[config.mk]
export PLATFORM = sky130hd
export DESIGN_NAME = sprite_entry_chain_expander_flat
export DESIGN_NICKNAME = d
export VERILOG_FILES = /design/src/rtl/sece_pkg.sv /design/src/rtl/sece_in_if.sv /design/src/rtl/sece_out_if.sv /design/src/rtl/sece_cfg_if.sv /design/src/rtl/sece_ctrl.sv /design/src/rtl/sece_dp.sv /design/src/rtl/sprite_entry_chain_expander.sv /design/src/flat_wrapper.sv
export SDC_FILE = /design/constraint.sdc
export NUM_CORES = 1
export LEC_CHECK = 0
export BUFFER_PORTS_ARGS = -buffer_cell sky130_fd_sc_hd__buf_2
export CELL_PAD_IN_SITES_DETAIL_PLACEMENT = 2
export CELL_PAD_IN_SITES_GLOBAL_PLACEMENT = 2
export CORE_MARGIN = 2
export CORE_UTILIZATION = 30
export CTS_CLUSTER_SIZE = 8
export DETAILED_ROUTE_END_ITERATION = 7
export GPL_ROUTABILITY_DRIVEN = 0
export GPL_TIMING_DRIVEN = 0
export HOLD_SLACK_MARGIN = 0.03
export PLACE_DENSITY_LB_ADDON = 0.08
export SETUP_SLACK_MARGIN = 0.3
export SLEW_MARGIN = 0
export SYNTH_ARGS = -nofsm -noshare
export SYNTH_HDL_FRONTEND = slang
export SYNTH_SLANG_ARGS = --single-unit
[constraint.sdc]
create_clock -name i_clk -period 7.1 [get_ports i_clk]
set_clock_uncertainty 0.15 [all_clocks]
set_input_delay 0.71 -clock i_clk [delete_from_list [all_inputs] [get_ports i_clk]]
set_output_delay 0.71 -clock i_clk [all_outputs]
set_load 0.01 [all_outputs]
[src/rtl/sece_pkg.sv]
// shared types and constants of the sprite entry chain expander
// no dependencies; used by the config interface, the controller, the datapath and the top level
package sece_pkg;

    // config port
    localparam int CFG_INDEX_W = 2;
    localparam int CFG_DATA_W  = 4;
    localparam logic [CFG_INDEX_W-1:0] CFG_SPRITE_X_OFFSET = 2'd0;
    localparam logic [CFG_INDEX_W-1:0] CFG_SCREEN_FLIPPED  = 2'd1;

    // attribute byte bits
    localparam int ATTR_ENABLE = 0;
    localparam int ATTR_Y_MSB  = 1;
    localparam int ATTR_X_MSB  = 2;
    localparam int ATTR_FLIP_Y = 3;
    localparam int ATTR_FLIP_X = 4;
    localparam int ATTR_CHAIN_LSB = 5;
    localparam int CHAIN_W = 3;

    // position arithmetic, 11-bit wrapping
    localparam int POS_W = 11;
    localparam int SX_W  = 10;
    localparam logic [POS_W-1:0] X_WRAP_LIMIT = 11'd496;
    localparam logic [POS_W-1:0] POS_WRAP     = 11'd512;
    localparam logic [8:0]       Y_BASE       = 9'd256;
    localparam logic [POS_W-1:0] TILE_STEP    = 11'd16;
    localparam logic [POS_W-1:0] FLIP_Y_BASE  = 11'd240;
    localparam logic [POS_W-1:0] FLIP_X_BASE  = 11'd304;

    // one sprite attribute entry
    typedef struct packed {
        logic [7:0] y_low_byte;
        logic [7:0] attribute_byte;
        logic [7:0] code_low_byte;
        logic [7:0] code_high_byte;
        logic [3:0] colour_bank_in;
        logic [7:0] x_low_byte;
    } t_entry;

    // controller to datapath
    typedef struct packed {
        logic load;
        logic advance;
    } t_dp_cmd;

    // handshake and datapath status into the controller
    typedef struct packed {
        logic in_valid;
        logic entry_enabled;
        logic out_ready;
        logic last;
    } t_ctrl_status;

    typedef enum logic {
        ST_IDLE,
        ST_EMIT
    } t_state;

endpackage

[src/rtl/sece_in_if.sv]
// input channel carrying one sprite attribute entry
// depends on nothing but the field widths
interface sece_in_if;
    logic       valid;
    logic       ready;
    logic [7:0] y_low_byte;
    logic [7:0] attribute_byte;
    logic [7:0] code_low_byte;
    logic [7:0] code_high_byte;
    logic [3:0] colour_bank_in;
    logic [7:0] x_low_byte;

    modport source (output valid, y_low_byte, attribute_byte, code_low_byte,
                    code_high_byte, colour_bank_in, x_low_byte, input ready);
    modport sink   (input valid, y_low_byte, attribute_byte, code_low_byte,
                    code_high_byte, colour_bank_in, x_low_byte, output ready);
    modport mon    (input valid, ready, y_low_byte, attribute_byte, code_low_byte,
                    code_high_byte, colour_bank_in, x_low_byte);
endinterface

[src/rtl/sece_out_if.sv]
// output channel carrying one tile draw command
// depends on nothing but the field widths
interface sece_out_if;
    logic              valid;
    logic              ready;
    logic [15:0]       tile_code;
    logic [3:0]        colour_bank_out;
    logic              flip_x_out;
    logic              flip_y_out;
    logic signed [9:0] screen_x;
    logic signed [10:0] screen_y;
    logic              last_of_chain;

    modport source (output valid, tile_code, colour_bank_out, flip_x_out, flip_y_out,
                    screen_x, screen_y, last_of_chain, input ready);
    modport sink   (input valid, tile_code, colour_bank_out, flip_x_out, flip_y_out,
                    screen_x, screen_y, last_of_chain, output ready);
    modport mon    (input valid, ready, tile_code, colour_bank_out, flip_x_out,
                    flip_y_out, screen_x, screen_y, last_of_chain);
endinterface

[src/rtl/sece_cfg_if.sv]
// configuration write channel: register index and write data
// depends on sece_pkg for the widths
interface sece_cfg_if;
    logic                             valid;
    logic                             ready;
    logic [sece_pkg::CFG_INDEX_W-1:0] index;
    logic [sece_pkg::CFG_DATA_W-1:0]  data;

    modport source (output valid, index, data, input ready);
    modport sink   (input valid, index, data, output ready);
    modport mon    (input valid, ready, index, data);
endinterface

[src/rtl/sece_ctrl.sv]
// controller of the sprite entry chain expander: accept, emit, return
// depends on sece_pkg for the state and command types
module sece_ctrl (
    input  logic                   i_clk,
    input  logic                   i_rst_n,
    input  sece_pkg::t_ctrl_status i_status,
    output logic                   o_in_ready,
    output logic                   o_out_valid,
    output sece_pkg::t_dp_cmd      o_cmd
);

    sece_pkg::t_state r_state, n_state;
    logic             w_take_entry;
    logic             w_chain_done;

    // a new entry may come in while idle or as the last command leaves
    assign w_chain_done = (r_state == sece_pkg::ST_EMIT) && i_status.out_ready
                          && i_status.last;
    assign w_take_entry = i_status.in_valid && i_status.entry_enabled
                          && ((r_state == sece_pkg::ST_IDLE) || w_chain_done);

    // state register
    always_ff @(posedge i_clk) begin
        if (!i_rst_n) begin
            r_state <= sece_pkg::ST_IDLE;
        end else begin
            r_state <= n_state;
        end
    end

    // next state
    always_comb begin
        n_state = r_state;
        case (r_state)
            sece_pkg::ST_IDLE: begin
                if (w_take_entry) begin
                    n_state = sece_pkg::ST_EMIT;
                end
            end
            sece_pkg::ST_EMIT: begin
                if (w_chain_done && !w_take_entry) begin
                    n_state = sece_pkg::ST_IDLE;
                end
            end
            default: begin
                n_state = sece_pkg::ST_IDLE;
            end
        endcase
    end

    // outputs
    always_comb begin
        o_in_ready    = 1'b0;
        o_out_valid   = 1'b0;
        o_cmd.load    = 1'b0;
        o_cmd.advance = 1'b0;
        case (r_state)
            sece_pkg::ST_IDLE: begin
                o_in_ready = 1'b1;
                o_cmd.load = w_take_entry;
            end
            sece_pkg::ST_EMIT: begin
                o_out_valid   = 1'b1;
                o_in_ready    = w_chain_done;
                o_cmd.load    = w_take_entry;
                o_cmd.advance = i_status.out_ready && !i_status.last;
            end
            default: begin
                o_in_ready = 1'b0;
            end
        endcase
    end

endmodule

[src/rtl/sece_dp.sv]
// datapath: config registers, entry decode and per-tile command registers
// depends on sece_pkg for constants and the entry and command types
module sece_dp (
    input  logic                             i_clk,
    input  logic                             i_rst_n,
    input  logic                             i_cfg_we,
    input  logic [sece_pkg::CFG_INDEX_W-1:0] i_cfg_index,
    input  logic [sece_pkg::CFG_DATA_W-1:0]  i_cfg_data,
    input  sece_pkg::t_entry                 i_entry,
    input  sece_pkg::t_dp_cmd                i_cmd,
    output logic [15:0]                      o_tile_code,
    output logic [3:0]                       o_colour_bank_out,
    output logic                             o_flip_x_out,
    output logic                             o_flip_y_out,
    output logic signed [9:0]                o_screen_x,
    output logic signed [10:0]               o_screen_y,
    output logic                             o_last
);

    localparam int PW = sece_pkg::POS_W;

    logic [3:0]                   r_sprite_x_offset;
    logic                         r_screen_flipped;

    logic [15:0]                  r_code;
    logic [3:0]                   r_colour;
    logic                         r_flip_x;
    logic                         r_flip_y;
    logic [sece_pkg::SX_W-1:0]    r_x;
    logic [PW-1:0]                r_y;
    logic [sece_pkg::CHAIN_W-1:0] r_left;

    logic [8:0]                   w_x9, w_y9, w_y_inv;
    logic [PW-1:0]                w_x_wrap, w_x_off, w_x_fin;
    logic [PW-1:0]                w_off, w_y_base, w_y_fin, w_span, w_y_start;
    logic [sece_pkg::CHAIN_W-1:0] w_chain_m1;
    logic                         w_fx, w_fy;

    // config registers
    always_ff @(posedge i_clk) begin
        if (!i_rst_n) begin
            r_sprite_x_offset <= 4'd0;
            r_screen_flipped  <= 1'b0;
        end else if (i_cfg_we) begin
            case (i_cfg_index)
                sece_pkg::CFG_SPRITE_X_OFFSET: r_sprite_x_offset <= i_cfg_data;
                sece_pkg::CFG_SCREEN_FLIPPED:  r_screen_flipped  <= i_cfg_data[0];
                default: begin
                end
            endcase
        end
    end

    // x position: wrap above the limit, add offset, mirror on flipped screen
    assign w_off    = {7'd0, r_sprite_x_offset};
    assign w_x9     = {i_entry.attribute_byte[sece_pkg::ATTR_X_MSB], i_entry.x_low_byte};
    assign w_x_wrap = ({2'd0, w_x9} > sece_pkg::X_WRAP_LIMIT)
                      ? ({2'd0, w_x9} - sece_pkg::POS_WRAP) : {2'd0, w_x9};
    assign w_x_off  = w_x_wrap + w_off;
    assign w_x_fin  = r_screen_flipped ? (sece_pkg::FLIP_X_BASE - w_x_off) : w_x_off;

    // y position: invert modulo 512, lift one tile, on flipped screen mirror and subtract offset
    assign w_y9     = {i_entry.attribute_byte[sece_pkg::ATTR_Y_MSB], i_entry.y_low_byte};
    assign w_y_inv  = sece_pkg::Y_BASE - w_y9;
    assign w_y_base = {2'd0, w_y_inv} - sece_pkg::TILE_STEP;
    assign w_y_fin  = r_screen_flipped ? (sece_pkg::FLIP_Y_BASE - w_y_base - w_off)
                                       : w_y_base;

    // flips and chain start
    assign w_fx       = i_entry.attribute_byte[sece_pkg::ATTR_FLIP_X] ^ r_screen_flipped;
    assign w_fy       = i_entry.attribute_byte[sece_pkg::ATTR_FLIP_Y] ^ r_screen_flipped;
    assign w_chain_m1 = i_entry.attribute_byte[sece_pkg::ATTR_CHAIN_LSB +: sece_pkg::CHAIN_W];
    assign w_span     = {4'd0, w_chain_m1, 4'd0};

    // chain runs downward when flip y is set, upward otherwise
    always_comb begin
        if (w_fy) begin
            w_y_start = r_screen_flipped ? w_y_fin : (w_y_fin - w_span);
        end else begin
            w_y_start = r_screen_flipped ? (w_y_fin + w_span) : w_y_fin;
        end
    end

    // per-tile command registers
    always_ff @(posedge i_clk) begin
        if (i_cmd.load) begin
            r_code   <= {i_entry.code_high_byte, i_entry.code_low_byte};
            r_colour <= i_entry.colour_bank_in;
            r_flip_x <= w_fx;
            r_flip_y <= w_fy;
            r_x      <= w_x_fin[sece_pkg::SX_W-1:0];
            r_y      <= w_y_start;
            r_left   <= w_chain_m1;
        end else if (i_cmd.advance) begin
            r_code <= r_code + 16'd1;
            r_y    <= r_flip_y ? (r_y + sece_pkg::TILE_STEP) : (r_y - sece_pkg::TILE_STEP);
            r_left <= r_left - 3'd1;
        end
    end

    assign o_tile_code       = r_code;
    assign o_colour_bank_out = r_colour;
    assign o_flip_x_out      = r_flip_x;
    assign o_flip_y_out      = r_flip_y;
    assign o_screen_x        = $signed(r_x);
    assign o_screen_y        = $signed(r_y);
    assign o_last            = (r_left == 3'd0);

endmodule

[src/rtl/sprite_entry_chain_expander.sv]
// Sprite entry chain expander, top level: controller plus datapath.
// An entry is decoded in the cycle it is accepted; its first command is valid the next cycle.
// One draw command per cycle while the output is ready. An entry of n tiles (1 to 8) gives n
// commands, and the next entry is taken in the cycle its last command is taken. A disabled
// entry gives no command. Config writes are taken every cycle. Synchronous active-low reset
// clears the state machine and sets the X offset to 0 and the screen to unflipped.
module sprite_entry_chain_expander (
    input  logic              i_clk,
    input  logic              i_rst_n,
    sece_in_if.sink           i_item,
    sece_out_if.source        o_result,
    sece_cfg_if.sink          i_cfg
);

    sece_pkg::t_entry       w_entry;
    sece_pkg::t_dp_cmd      w_cmd;
    sece_pkg::t_ctrl_status w_status;
    logic                   w_last;

    // pack the input word
    assign w_entry.y_low_byte     = i_item.y_low_byte;
    assign w_entry.attribute_byte = i_item.attribute_byte;
    assign w_entry.code_low_byte  = i_item.code_low_byte;
    assign w_entry.code_high_byte = i_item.code_high_byte;
    assign w_entry.colour_bank_in = i_item.colour_bank_in;
    assign w_entry.x_low_byte     = i_item.x_low_byte;

    // status into the controller
    assign w_status.in_valid      = i_item.valid;
    assign w_status.entry_enabled = i_item.attribute_byte[sece_pkg::ATTR_ENABLE];
    assign w_status.out_ready     = o_result.ready;
    assign w_status.last          = w_last;

    // config is always accepted
    assign i_cfg.ready = 1'b1;

    sece_ctrl u_ctrl (
        .i_clk       (i_clk),
        .i_rst_n     (i_rst_n),
        .i_status    (w_status),
        .o_in_ready  (i_item.ready),
        .o_out_valid (o_result.valid),
        .o_cmd       (w_cmd)
    );

    sece_dp u_dp (
        .i_clk             (i_clk),
        .i_rst_n           (i_rst_n),
        .i_cfg_we          (i_cfg.valid),
        .i_cfg_index       (i_cfg.index),
        .i_cfg_data        (i_cfg.data),
        .i_entry           (w_entry),
        .i_cmd             (w_cmd),
        .o_tile_code       (o_result.tile_code),
        .o_colour_bank_out (o_result.colour_bank_out),
        .o_flip_x_out      (o_result.flip_x_out),
        .o_flip_y_out      (o_result.flip_y_out),
        .o_screen_x        (o_result.screen_x),
        .o_screen_y        (o_result.screen_y),
        .o_last            (w_last)
    );

    assign o_result.last_of_chain = w_last;

endmodule

[src/flat_wrapper.sv]
// flat-port wrapper written by rule: the top's interface ports become plain ports
module sprite_entry_chain_expander_flat 
  (i_clk, i_rst_n, i_item_valid, i_item_y_low_byte, i_item_attribute_byte, i_item_code_low_byte, i_item_code_high_byte, i_item_colour_bank_in, i_item_x_low_byte, i_item_ready, o_result_valid, o_result_tile_code, o_result_colour_bank_out, o_result_flip_x_out, o_result_flip_y_out, o_result_screen_x, o_result_screen_y, o_result_last_of_chain, o_result_ready, i_cfg_valid, i_cfg_index, i_cfg_data, i_cfg_ready);
  sece_in_if i_item_i ();
  sece_out_if o_result_i ();
  sece_cfg_if i_cfg_i ();
  input  logic i_clk;
  input  logic i_rst_n;
  input wire logic [$bits(i_item_i.valid)-1:0] i_item_valid;
  input wire logic [$bits(i_item_i.y_low_byte)-1:0] i_item_y_low_byte;
  input wire logic [$bits(i_item_i.attribute_byte)-1:0] i_item_attribute_byte;
  input wire logic [$bits(i_item_i.code_low_byte)-1:0] i_item_code_low_byte;
  input wire logic [$bits(i_item_i.code_high_byte)-1:0] i_item_code_high_byte;
  input wire logic [$bits(i_item_i.colour_bank_in)-1:0] i_item_colour_bank_in;
  input wire logic [$bits(i_item_i.x_low_byte)-1:0] i_item_x_low_byte;
  output wire logic [$bits(i_item_i.ready)-1:0] i_item_ready;
  output wire logic [$bits(o_result_i.valid)-1:0] o_result_valid;
  output wire logic [$bits(o_result_i.tile_code)-1:0] o_result_tile_code;
  output wire logic [$bits(o_result_i.colour_bank_out)-1:0] o_result_colour_bank_out;
  output wire logic [$bits(o_result_i.flip_x_out)-1:0] o_result_flip_x_out;
  output wire logic [$bits(o_result_i.flip_y_out)-1:0] o_result_flip_y_out;
  output wire logic [$bits(o_result_i.screen_x)-1:0] o_result_screen_x;
  output wire logic [$bits(o_result_i.screen_y)-1:0] o_result_screen_y;
  output wire logic [$bits(o_result_i.last_of_chain)-1:0] o_result_last_of_chain;
  input wire logic [$bits(o_result_i.ready)-1:0] o_result_ready;
  input wire logic [$bits(i_cfg_i.valid)-1:0] i_cfg_valid;
  input wire logic [$bits(i_cfg_i.index)-1:0] i_cfg_index;
  input wire logic [$bits(i_cfg_i.data)-1:0] i_cfg_data;
  output wire logic [$bits(i_cfg_i.ready)-1:0] i_cfg_ready;
  assign i_item_i.valid = i_item_valid;
  assign i_item_i.y_low_byte = i_item_y_low_byte;
  assign i_item_i.attribute_byte = i_item_attribute_byte;
  assign i_item_i.code_low_byte = i_item_code_low_byte;
  assign i_item_i.code_high_byte = i_item_code_high_byte;
  assign i_item_i.colour_bank_in = i_item_colour_bank_in;
  assign i_item_i.x_low_byte = i_item_x_low_byte;
  assign i_item_ready = i_item_i.ready;
  assign o_result_valid = o_result_i.valid;
  assign o_result_tile_code = o_result_i.tile_code;
  assign o_result_colour_bank_out = o_result_i.colour_bank_out;
  assign o_result_flip_x_out = o_result_i.flip_x_out;
  assign o_result_flip_y_out = o_result_i.flip_y_out;
  assign o_result_screen_x = o_result_i.screen_x;
  assign o_result_screen_y = o_result_i.screen_y;
  assign o_result_last_of_chain = o_result_i.last_of_chain;
  assign o_result_i.ready = o_result_ready;
  assign i_cfg_i.valid = i_cfg_valid;
  assign i_cfg_i.index = i_cfg_index;
  assign i_cfg_i.data = i_cfg_data;
  assign i_cfg_ready = i_cfg_i.ready;
  sprite_entry_chain_expander u_core (.i_clk(i_clk), .i_rst_n(i_rst_n), .i_item(i_item_i), .o_result(o_result_i), .i_cfg(i_cfg_i));
endmodule
==> impl_metrics.csv, run 1 <==
group,metric,value,unit
sta,slew_headroom,39.6,%
synthesis,synth.largest_area_cell,"edfxtp_1",
sta,finalMaxSlewViolations,0,
floorplanning,die-area,14500,µm²
floorplanning,fp.dieH,121,µm
place,port-buffer-count,99,
floorplanning,fp-row-count,42,
synthesis,synth_top_flop_cell,"edfxtp_1",
status,run_status,"completed",
synthesis,mappedNetlistArea,4080,µm²
setup_path,worst_ep_required_time,7.00,ns
sta,final_min_period_over_clock_period,69.2,%
clock_tree,worstSkewPairLatency,0.30,ns
finish,final_cell_mix,"buf_2, nand2_1, edfxtp_1",
synthesis,post_synth_main_area_contributors,"edfxtp_1, ha_1, xnor2_1",
global_routing,via_count_of_the_first_global_routing_pass,3923,
finish,final_design_area_no_fill,4980,µm²
drt,route.detailed.wl_per_inst,16.9,µm
setup_path,cp_data_arrival_time,4.82,ns
setup_path,crit_slowest_cell,"nor3b_2",
place,dp_hpwl,9730,µm
clock_tree,holdBufCountCts,0,
clock_tree,cts_root_buf,"clkbuf_16",
synthesis,fraction_of_the_yosys_area_taken_by_sequential_cells,36.8,%
pwr,p_leak,2.07,nW
finish,regArea,1500,µm²
drt,initialDrtViolationCount,110,
setup_path,critical-path-top-delay-family,"adder cells",
synthesis,syn-mean-instance-area,9.35,µm²
setup_path,critical-path-max-stage-delay,0.48,ns
global_routing,grt_util_met2,31.0,%
setup_path,critPathLaunchType,"input port",
setup_path,critPathCaptureType,"flop",
sta,period_needed,4.91,ns
floorplanning,io_pins,102,
sta,setup_slack,2.19,ns
setup_path,r2r_slack,2.84,ns
drt,antenna_violating_nets_post_route,0,
drt,detail_route.first_pass.iterations,4,
global_routing,global_route.peak_usage_layer,"met2",
place,placed_cells_incl_taps,711,
synthesis,synth_cell_types,63,
drt,vias_per_cell,5.03,
sta,hold_ws,0.379,ns
place,placedInstanceArea,4800,µm²
finish,layout.nets,632,
global_routing,first_pass_grt_wire_length,19900,µm
pwr,ir_drop,81.5,µV
drt,drt_wl_total,12100,µm
global_routing,global_route.overflow_total,0,
finish,drive_above_1_share,22.5,%
sta,setup_tns,0,ns
global_routing,grt_max_degree,30,
finish,antennaDiodeCount,0,
clock_tree,cts.path.max_buffers,2,
finish,postLayoutCoreUtil,37.6,%
sta,report.final.hold_viol_count,0,
drt,drcViolationCount,0,
global_routing,globalRouteTotalUtil,17.4,%
floorplanning,die_width,121,µm
synthesis,ys_seq_elements,52,
finish,final_common_cell,"buf_2",
finish,multi_input_area,2430,µm²
synthesis,gate_count_after_technology_mapping,436,
setup_path,crit_chain,"buf_2 -> inv_1 -> ha_1 -> nor3b_2 -> xnor2_1 -> ha_1 -> nand2_1 -> o21ai_0 -> or3_1 -> clkbuf_1 -> nand2_1 -> xor2_1 -> ha_1 -> inv_1 -> o21bai_1 -> nand2_1 -> o21ai_0 -> a22oi_1 -> xnor2_1 -> mux2_2",
floorplanning,floorplan.initialDensity,30.8,%
global_routing,grt_use_met3,2.78,%
place,dp_slack,1.84,ns
clock_tree,tritoncts,"yes",
synthesis,nets_in_the_synthesized_netlist,526,
clock_tree,clk_pin_slew_worst_paths,0.08,ns
pwr,power_density,193,nW/µm²
global_routing,grt_antenna_before_repair,0,
min_path,min-delay-path-class,"flop to flop",
setup_path,worst-path-max-fanout,7,
synthesis,synthDominantCellAreaShare,33.9,%
synthesis,synth-edff-count,46,
clock_tree,cts.repair.resized,0,
clock_tree,tritoncts.num_buffers,5,
synthesis,count_of_synthesis_stage_warnings_from_yosys,0,
clock_tree,postCtsSetupBuffers,0,
global_routing,groute.layer.met1.usage,21.8,%
finish,final-instance-count-excl-fill,719,
setup_path,cp_num_buf_inv,4,
setup_path,timing_worst_setup_path_type,"input port to flop",
clock_tree,cts_h_tree_lvls,2,
clock_tree,cts.sink_count,52,
sta,tightestPinTransition,0.902,ns
finish,layout.filler_cells,1529,
flow_run,max_cap_violations,0,
drt,vias,3617,
sta,setup_viol,0,
floorplanning,placeableCoreArea,13200,µm²
sta,setup_repair_after_global_routing_missed_its_margin,"no",
synthesis,ys_async_sr_fraction,0,%
pwr,finalPower,0.959,mW
sta,achievable_clock_frequency,203,MHz
finish,area.growth.synth_to_final,22.2,%
==> tightest hold or removal path, cell delays in order, from the launching register on <==
cell and delay, ns:
dfxtp_1 0.34, nand2_1 0.08, a21boi_0 0.07
==> final cells by class <==
type	instances	share of cell area, %
Buffer	16	1.33
Clock buffer	6	2.79
Clock inverter	2	0.779
Inverter	25	1.88
Multi-Input combinational cell	343	48.7
Sequential cell	52	30.1
Tap cell	176	4.42
Timing Repair Buffer	99	9.95
==> metal layers <==
metal | vias up | wire, µm
met4 | 0 | 163
met2 | 66 | 6110
met5 | - | 0
li1 | 1762 | -
met3 | 9 | 407
met1 | 1780 | 5460
==> kinds of logic after synthesis <==
| logic type | synth area share [%] |
|---|---|
| simple gates | 16.8 |
| compound gates | 15.5 |
| xor+xnor | 12.6 |
| flops | 36.8 |
| buf+inv | 3.90 |
| fa+ha+maj | 11.7 |
| mux | 2.55 |
| other cells | 0.0920 |
==> synthesized netlist by cell type, types with 2 or more instances <==
master      n
or3_1       2
dfxtp_1     6
a21o_1     11
nor2_1     27
buf_1       2
nand2_1    55
edfxtp_1   46
a31oi_1     5
inv_1      25
o21bai_1    3
clkbuf_1   12
and3_1      4
nor4_1      3
ha_1       30
nand2b_1    3
nand3b_1    2
mux2i_1     7
nor3_1      5
nand3_1    13
a21oi_1    24
fa_1        5
xor2_1     25
o21ai_0    33
nor3b_1     4
o22ai_1     3
nor2b_1     8
a211oi_1    4
a211o_1     2
o2111ai_1   2
xnor2_1    32
==> worst paths after layout <==
check | start | end | cells after the start
min | u_core.u_ctrl.r_state | u_core.u_ctrl.r_state | 2
max | i_item_y_low_byte[0] | u_core.u_dp.o_screen_y[7] | 20
min reg2reg | u_core.u_ctrl.r_state | u_core.u_ctrl.r_state | 2
max reg2reg | u_core.u_dp.r_screen_flipped | u_core.u_dp.o_screen_y[7] | 14
==> flip-flops by register name, indices dropped and copies added (netlist names) <==
signal	count
u_core.u_ctrl.r_state	1
u_core.u_dp.o_colour_bank_out	4
u_core.u_dp.o_flip_x_out	1
u_core.u_dp.o_flip_y_out	1
u_core.u_dp.o_screen_x	10
u_core.u_dp.o_screen_y	11
u_core.u_dp.o_tile_code	16
u_core.u_dp.r_left	3
u_core.u_dp.r_screen_flipped	1
u_core.u_dp.r_sprite_x_offset	4
==> report_power, final <==
part | switching [mW] | internal, mW
clock | 0.116 | 0.177
sequential | 0.0160 | 0.365
combinational | 0.165 | 0.121
No activity file was read; power rests on OpenSTA's default activity.
==> run 2: changes to the inputs <==
- ABC_AREA: default -> 1
- CORE_UTILIZATION: 30 -> 28
- clock period: 7.1 -> 4.35 ns (I/O delays scaled with it)
==> run 2 against run 1 <==
  * Global-route usage shrank 0.17 points
  * Clock-buffer cell count unchanged
  * Final area rose by 4.2%
  * Sequential power up 64%
  * Cell count grew 15%
  * Via count is 10% higher
  * Flip-flop and latch count is the same
  * Utilization fell by 1.9 points
  * Combinational power is 69% higher
  * Largest cell class unchanged
==> impl_metrics.csv, run 2 <==
group,metric,value,unit
clock_tree,cts.sink_count,52,
floorplanning,fp.dieH,126,µm
synthesis,ys_async_sr_fraction,0,%
global_routing,globalRouteTotalUtil,17.2,%
synthesis,nets_in_the_synthesized_netlist,621,
sta,final_min_period_over_clock_period,87.0,%
global_routing,grt_antenna_before_repair,0,
global_routing,global_route.overflow_total,0,
clock_tree,cts_h_tree_lvls,2,
sta,slew_headroom,38.3,%
clock_tree,cts.path.max_buffers,2,
setup_path,worst_ep_required_time,4.25,ns
sta,setup_tns,0,ns
finish,final-instance-count-excl-fill,829,
sta,achievable_clock_frequency,264,MHz
sta,setup_viol,0,
global_routing,via_count_of_the_first_global_routing_pass,4388,
setup_path,cp_data_arrival_time,3.68,ns
synthesis,count_of_synthesis_stage_warnings_from_yosys,0,
synthesis,synth_common_cells,"nand2_1, inv_1, nor2_1, edfxtp_1, nand3_1",
drt,drt_wl_total,13400,µm
floorplanning,die-area,15900,µm²
pwr,ir_drop,154,µV
setup_path,setup.worst_path.start,"i_item_y_low_byte[0]",
drt,route.detailed.wl_per_inst,16.2,µm
finish,final_common_cell,"nand2_1",
setup_path,critical-path-max-stage-delay,0.41,ns
pwr,finalPower,1.58,mW
synthesis,ys_seq_elements,52,
drt,vias_per_cell,4.82,
sta,report.final.hold_viol_count,0,
sta,setup_slack,0.567,ns
synthesis,post_synth_main_area_contributors,"edfxtp_1, nand2_1, ha_1",
sta,finalMaxSlewViolations,0,
finish,drive_above_1_share,25.7,%
floorplanning,placeableCoreArea,14500,µm²
drt,initialDrtViolationCount,116,
drt,vias,3992,
sta,setup_repair_after_global_routing_missed_its_margin,"yes",
place,dp_hpwl,10900,µm
finish,layout.nets,734,
synthesis,syn-mean-instance-area,7.84,µm²
drt,detail_route.first_pass.iterations,4,
global_routing,grt_max_degree,30,
min_path,min-delay-path-class,"input port to flop",
min_path,hp-start,"i_item_colour_bank_in[1]",
synthesis,gate_count_after_technology_mapping,531,
clock_tree,holdBufCountCts,0,
synthesis,mappedNetlistArea,4160,µm²
floorplanning,floorplan.initialDensity,28.6,%
drt,drcViolationCount,0,
clock_tree,tritoncts,"yes",
global_routing,first_pass_grt_wire_length,22000,µm
sta,period_needed,3.78,ns
status,run_status,"completed",
setup_path,regToRegStartpoint,"u_core.u_dp.r_sprite_x_offset[1]",
place,placed_cells_incl_taps,814,
setup_path,crit_chain,"buf_2 -> clkinvlp_4 -> ha_4 -> xor2_1 -> ha_1 -> ha_1 -> nand3_1 -> nand2_1 -> a21oi_1 -> o21ai_1 -> o21ai_2 -> ha_2 -> inv_1 -> fa_1 -> a21oi_2 -> nand4_1 -> o21ai_2 -> a21oi_1 -> o21ai_0 -> nand2_1",
synthesis,synth-edff-count,46,
synthesis,post-synth-top-count-cell,"nand2_1",
finish,postLayoutCoreUtil,35.7,%
clock_tree,worstSkewPairLatency,0.30,ns
place,dp_slack,-0.198,ns
clock_tree,tritoncts.num_buffers,5,
pwr,power_density,304,nW/µm²
clock_tree,clk_pin_slew_worst_paths,0.07,ns
finish,largest_register_ffs,16,
setup_path,crit_slowest_cell,"fa_1",
synthesis,fraction_of_the_yosys_area_taken_by_sequential_cells,36.1,%
flow_run,max_cap_violations,0,
pwr,p_leak,2.37,nW
floorplanning,die_width,126,µm
sta,tightestPinTransition,0.922,ns
drt,antenna_violating_nets_post_route,0,
setup_path,timing_worst_setup_path_type,"input port to flop",
clock_tree,cts_root_buf,"clkbuf_16",
finish,antennaDiodeCount,0,
synthesis,synthDominantCellAreaShare,33.2,%
setup_path,critPathLaunchType,"input port",
synthesis,synth.largest_area_cell,"edfxtp_1",
finish,final_cell_mix,"nand2_1, buf_2, inv_1",
setup_path,worst-path-max-fanout,6,
floorplanning,io_pins,102,
synthesis,synth_cell_types,42,
place,port-buffer-count,99,
finish,area.growth.synth_to_final,24.7,%
setup_path,critPathCaptureType,"flop",
synthesis,synth_top_flop_cell,"edfxtp_1",
floorplanning,fp-row-count,44,
-- run 2: cell types whose count changed after synthesis, moves of 7 or more --
| cell | delta |
|---|---|
| nand3_1 | +24 |
| nand4_1 | +9 |
| nand2_2 | +10 |
| nand2_1 | +48 |
| xnor2_1 | -26 |
| mux2i_1 | -7 |
| nor2_1 | +29 |
| nor2b_1 | -8 |
| inv_1 | +43 |
| a21o_1 | -11 |
-- run 2: final cells by class --
type	count	area [µm²]
clock buffers	6	129
inverters	74	284
fillers	1758	9340
flip-flops and latches	52	1500
clock inverters	2	38.8
multi-input cells	393	2410
repair buffers	106	548
well taps	184	230
plain buffers	12	51.3
-- run 2: logic make-up (layout without fill, tap and decap cells) --
kind of cell / after synthesis / after routing / share of synthesized area (%)
other cells: 1 / 1 / 0.0901
compound gates: 78 / 78 / 10.5
flops: 52 / 52 / 36.1
fa+ha+maj: 35 / 35 / 11.4
xor+xnor: 35 / 35 / 7.37
simple gates: 244 / 244 / 26.6
buf+inv: 86 / 200 / 7.94
-- run 2: worst paths after layout --
check,endpoint,slack [ns],depth (start not counted)
worst min register to register,u_core.u_dp.r_sprite_x_offset[0],0.34,2
worst min-delay path,u_core.u_dp.o_colour_bank_out[1],0.16,1
worst max-delay path,u_core.u_dp.o_screen_y[8],0.57,20
worst max register to register,u_core.u_dp.o_screen_y[10],0.83,22
-- run 2: worst max-delay path, delay by kind of cell --
kind	cells	cell delay, ns
and+or+nand+nor	4	0.47
xor gates and xnor gates	1	0.16
AOI/OAI and AO/OA	7	0.84
adders and majority gates	5	1.48
buffers and inverters	3	0.28
-- run 2: per-stage QoR --
| stage | hold slack (ns) | cell area (µm²) |
|---|---|---|
| 3_3_place_gp | 0.333 | 4890 |
| 5_1_grt | 0.148 | 5190 |
| 2_1_floorplan | 0.301 | 4160 |
| 6_report | 0.156 | 5190 |
| 3_5_place_dp | 0.330 | 4900 |
| 4_1_cts | 0.145 | 5080 |
-- run 2: what timing repair did --
action | CTS | global route
resized for setup | 3 | 20
pin swaps | 0 | 7
endpoints found under the setup margin | 4 | 6
setup buffers | 1 | 6
-- run 2: layer usage --
layer  track usage [%]  share of wire [%]  vias up
li1                  -                  -     1986
met1              21.1                 44     1934
met2              32.2                 52       65
met3              2.42                2.9        7
met4              3.43               0.80        0
met5                 0                  0        -
-- run 2: power breakdown --
group	switching (mW)	leakage, nW	internal [mW]	total, mW
registers	0.0258	0.483	0.598	0.623
clock network	0.199	0.0815	0.275	0.474
logic	0.299	1.81	0.183	0.482
total	0.524	2.37	1.06	1.58
==> run 3: changes to the inputs <==
- ABC_AREA: 1 -> default
- CORE_UTILIZATION: 28 -> 29
- HOLD_SLACK_MARGIN: 0.03 -> 0.05
==> run 3 against run 2 <==
  * Flip-flop and latch count unchanged
  * Non-clock buffer count increased by 13
  * Via count decreased by 8.9%
  * Hold slack improved by 0.0066 ns
  * Critical path type unchanged
  * Critical endpoint is now u_core.u_dp.o_screen_y[9]
  * Largest cell class unchanged
==> impl_metrics.csv, run 3 (synthesis gave the netlist of run 1 again) <==
group,metric,value,unit
status,run_status,"completed",
min_path,min-delay-path-class,"input port to flop",
place,port-buffer-count,99,
flow_run,max_cap_violations,0,
pwr,finalPower,1.63,mW
setup_path,crit_slowest_cell,"fa_2",
drt,route.detailed.wl_per_inst,17.2,µm
floorplanning,floorplan.initialDensity,29.5,%
clock_tree,worstSkewPairLatency,0.30,ns
sta,report.final.hold_viol_count,0,
finish,drive_above_1_share,32.4,%
global_routing,via_count_of_the_first_global_routing_pass,3886,
setup_path,timing_worst_setup_path_type,"input port to flop",
sta,finalMaxSlewViolations,0,
drt,vias_per_cell,4.92,
floorplanning,placeableCoreArea,13800,µm²
global_routing,globalRouteTotalUtil,17.0,%
clock_tree,tritoncts.num_buffers,5,
pwr,intPower,1.12,mW
clock_tree,cts.sink_count,52,
pwr,p_leak,2.22,nW
drt,drt-met1-wl,5530,µm
setup_path,cp_data_arrival_time,3.79,ns
sta,slew_headroom,40.2,%
floorplanning,fp-row-count,43,
pwr,clkPwrFrac,27.6,%
sta,final_min_period_over_clock_period,90.3,%
sta,hold_ws,0.163,ns
drt,drcViolationCount,0,
finish,postLayoutCoreUtil,39.3,%
drt,met2_length,6580,µm
finish,final-instance-count-excl-fill,739,
clock_tree,cts.path.max_buffers,2,
finish,largest_register_ffs,16,
global_routing,global_route.overflow_total,0,
setup_path,critical_path.most_common_cell,"ha_4",
clock_tree,clk_pin_slew_worst_paths,0.07,ns
finish,layout.nets,648,
clock_tree,cts_h_tree_lvls,2,
finish,final_common_cell,"buf_2",
sta,achievable_clock_frequency,255,MHz
setup_path,critPathCaptureType,"flop",
setup_path,worst-path-max-fanout,5,
floorplanning,fp.dieH,123,µm
sta,setup_viol,0,
finish,area.growth.synth_to_final,33.4,%
floorplanning,die-area,15000,µm²
global_routing,grt_antenna_before_repair,0,
global_routing,first_pass_grt_wire_length,19900,µm
drt,initialDrtViolationCount,82,
place,dp_hpwl,9820,µm
drt,wl_met3,484,µm
clock_tree,tritoncts,"yes",
floorplanning,die_width,123,µm
drt,drt_wl_total,12700,µm
global_routing,grt_max_degree,30,
pwr,combinational_cell_fraction_of_total_power,34.3,%
sta,setup_tns,0,ns
clock_tree,cts_root_buf,"clkbuf_16",
drt,antenna_violating_nets_post_route,0,
drt,dr.max_layer_used,"met4",
floorplanning,io_pins,102,
setup_path,critical-path-top-delay-family,"adder cells",
finish,antennaDiodeCount,0,
setup_path,cp_num_buf_inv,4,
sta,period_needed,3.93,ns
sta,setup_repair_after_global_routing_missed_its_margin,"yes",
setup_path,worst_ep_required_time,4.21,ns
pwr,seq_power_share,38.1,%
pwr,ir_drop,138,µV
place,placed_cells_incl_taps,715,
setup_path,critical-path-max-stage-delay,0.39,ns
drt,detail_route.first_pass.iterations,4,
pwr,total_switching_power,0.509,mW
pwr,power.share.switching,31.2,%
pwr,power_density,300,nW/µm²
setup_path,critPathLaunchType,"input port",
drt,vias,3637,
sta,tightestPinTransition,0.893,ns
setup_path,crit_chain,"buf_12 -> inv_8 -> ha_4 -> ha_4 -> inv_1 -> ha_2 -> fa_2 -> a21o_1 -> a21o_1 -> nand2_2 -> xor2_4 -> ha_4 -> inv_4 -> a21oi_2 -> o21bai_2 -> nand2_1 -> nor4_1 -> a31o_2 -> a41o_1 -> o22ai_2",
finish,final_cell_mix,"buf_2, nand2_1, edfxtp_1",
-- run 3: changes by cell type in the layout (fill, tap and decap cells not counted), sizes merged, moves of 7 or more --
| cell | delta |
|---|---|
| o21ai | -7 |
| mux2i | +7 |
| a21o | +11 |
| xnor2 | +27 |
| nand2 | -60 |
| buf | +12 |
| inv | -49 |
| nor2 | -33 |
| nor2b | +8 |
| nand4 | -9 |
| nand3 | -27 |
-- run 3: timing repair --
item	4_1_cts	5_1_grt
setup endpoints to repair	5	5
pin swaps	9	24
buffers inserted	6	10
hold buffers	0	0
gates resized for setup	19	47
-- run 3: final timing paths --
| path | depth (start not counted) | start | to | slack, ns |
|---|---|---|---|---|
| min | 1 | i_item_colour_bank_in[0] | u_core.u_dp.o_colour_bank_out[0] | 0.16 |
| min reg2reg | 2 | u_core.u_ctrl.r_state | u_core.u_ctrl.r_state | 0.37 |
| max reg2reg | 17 | u_core.u_dp.r_sprite_x_offset[1] | u_core.u_dp.o_screen_y[9] | 0.51 |
| max | 20 | i_item_y_low_byte[0] | u_core.u_dp.o_screen_y[9] | 0.42 |
-- run 3: layout make-up --
| cell class | instances | area (µm²) |
|---|---|---|
| fill | 1523 | 8390 |
| multi-input combinational | 343 | 2720 |
| sequential | 52 | 1500 |
| timing repair buffer | 115 | 641 |
| tap | 180 | 225 |
| clock buffer | 6 | 129 |
| inverter | 25 | 106 |
| buffer | 16 | 80.1 |
| clock inverter | 2 | 35.0 |
-- run 3: power groups by stage --
stage | combinational, mW | clock, mW | sequential [mW]
finish | 0.560 | 0.450 | 0.622
global route | 0.626 | 0.483 | 0.627
CTS | 0.508 | 0.469 | 0.623
detailed placement | 0.475 | 0 | 0.634
global placement | 0.456 | 0 | 0.634
floorplan | 0.302 | 0 | 0.643
-- run 3: worst register-to-register path, stage by stage (launching register included) --
cell      delay [ns]
dfxtp_1         0.40
ha_4            0.29
inv_1           0.04
ha_2            0.19
fa_2            0.39
a21o_1          0.19
a21o_1          0.18
nand2_2         0.12
xor2_4          0.22
ha_4            0.25
inv_4           0.05
a21oi_2         0.06
o21bai_2        0.18
nand2_1         0.10
nor4_1          0.29
a31o_2          0.17
a41o_1          0.20
o22ai_2         0.08
-- run 3: per-stage QoR --
step | worst slack, ns | cell area (µm²)
2_1_floorplan | 0.303 | 4110
6_report | 0.422 | 5440
5_1_grt | 0.240 | 5440
3_5_place_dp | -0.404 | 4840
4_1_cts | 0.290 | 5160
3_3_place_gp | -0.350 | 4830
-- run 3: layer usage --
metal,up-vias,global-route usage [%]
met2,67,30.6
met3,7,2.70
li1,1792,-
met4,0,3.66
met5,-,0
met1,1771,21.5
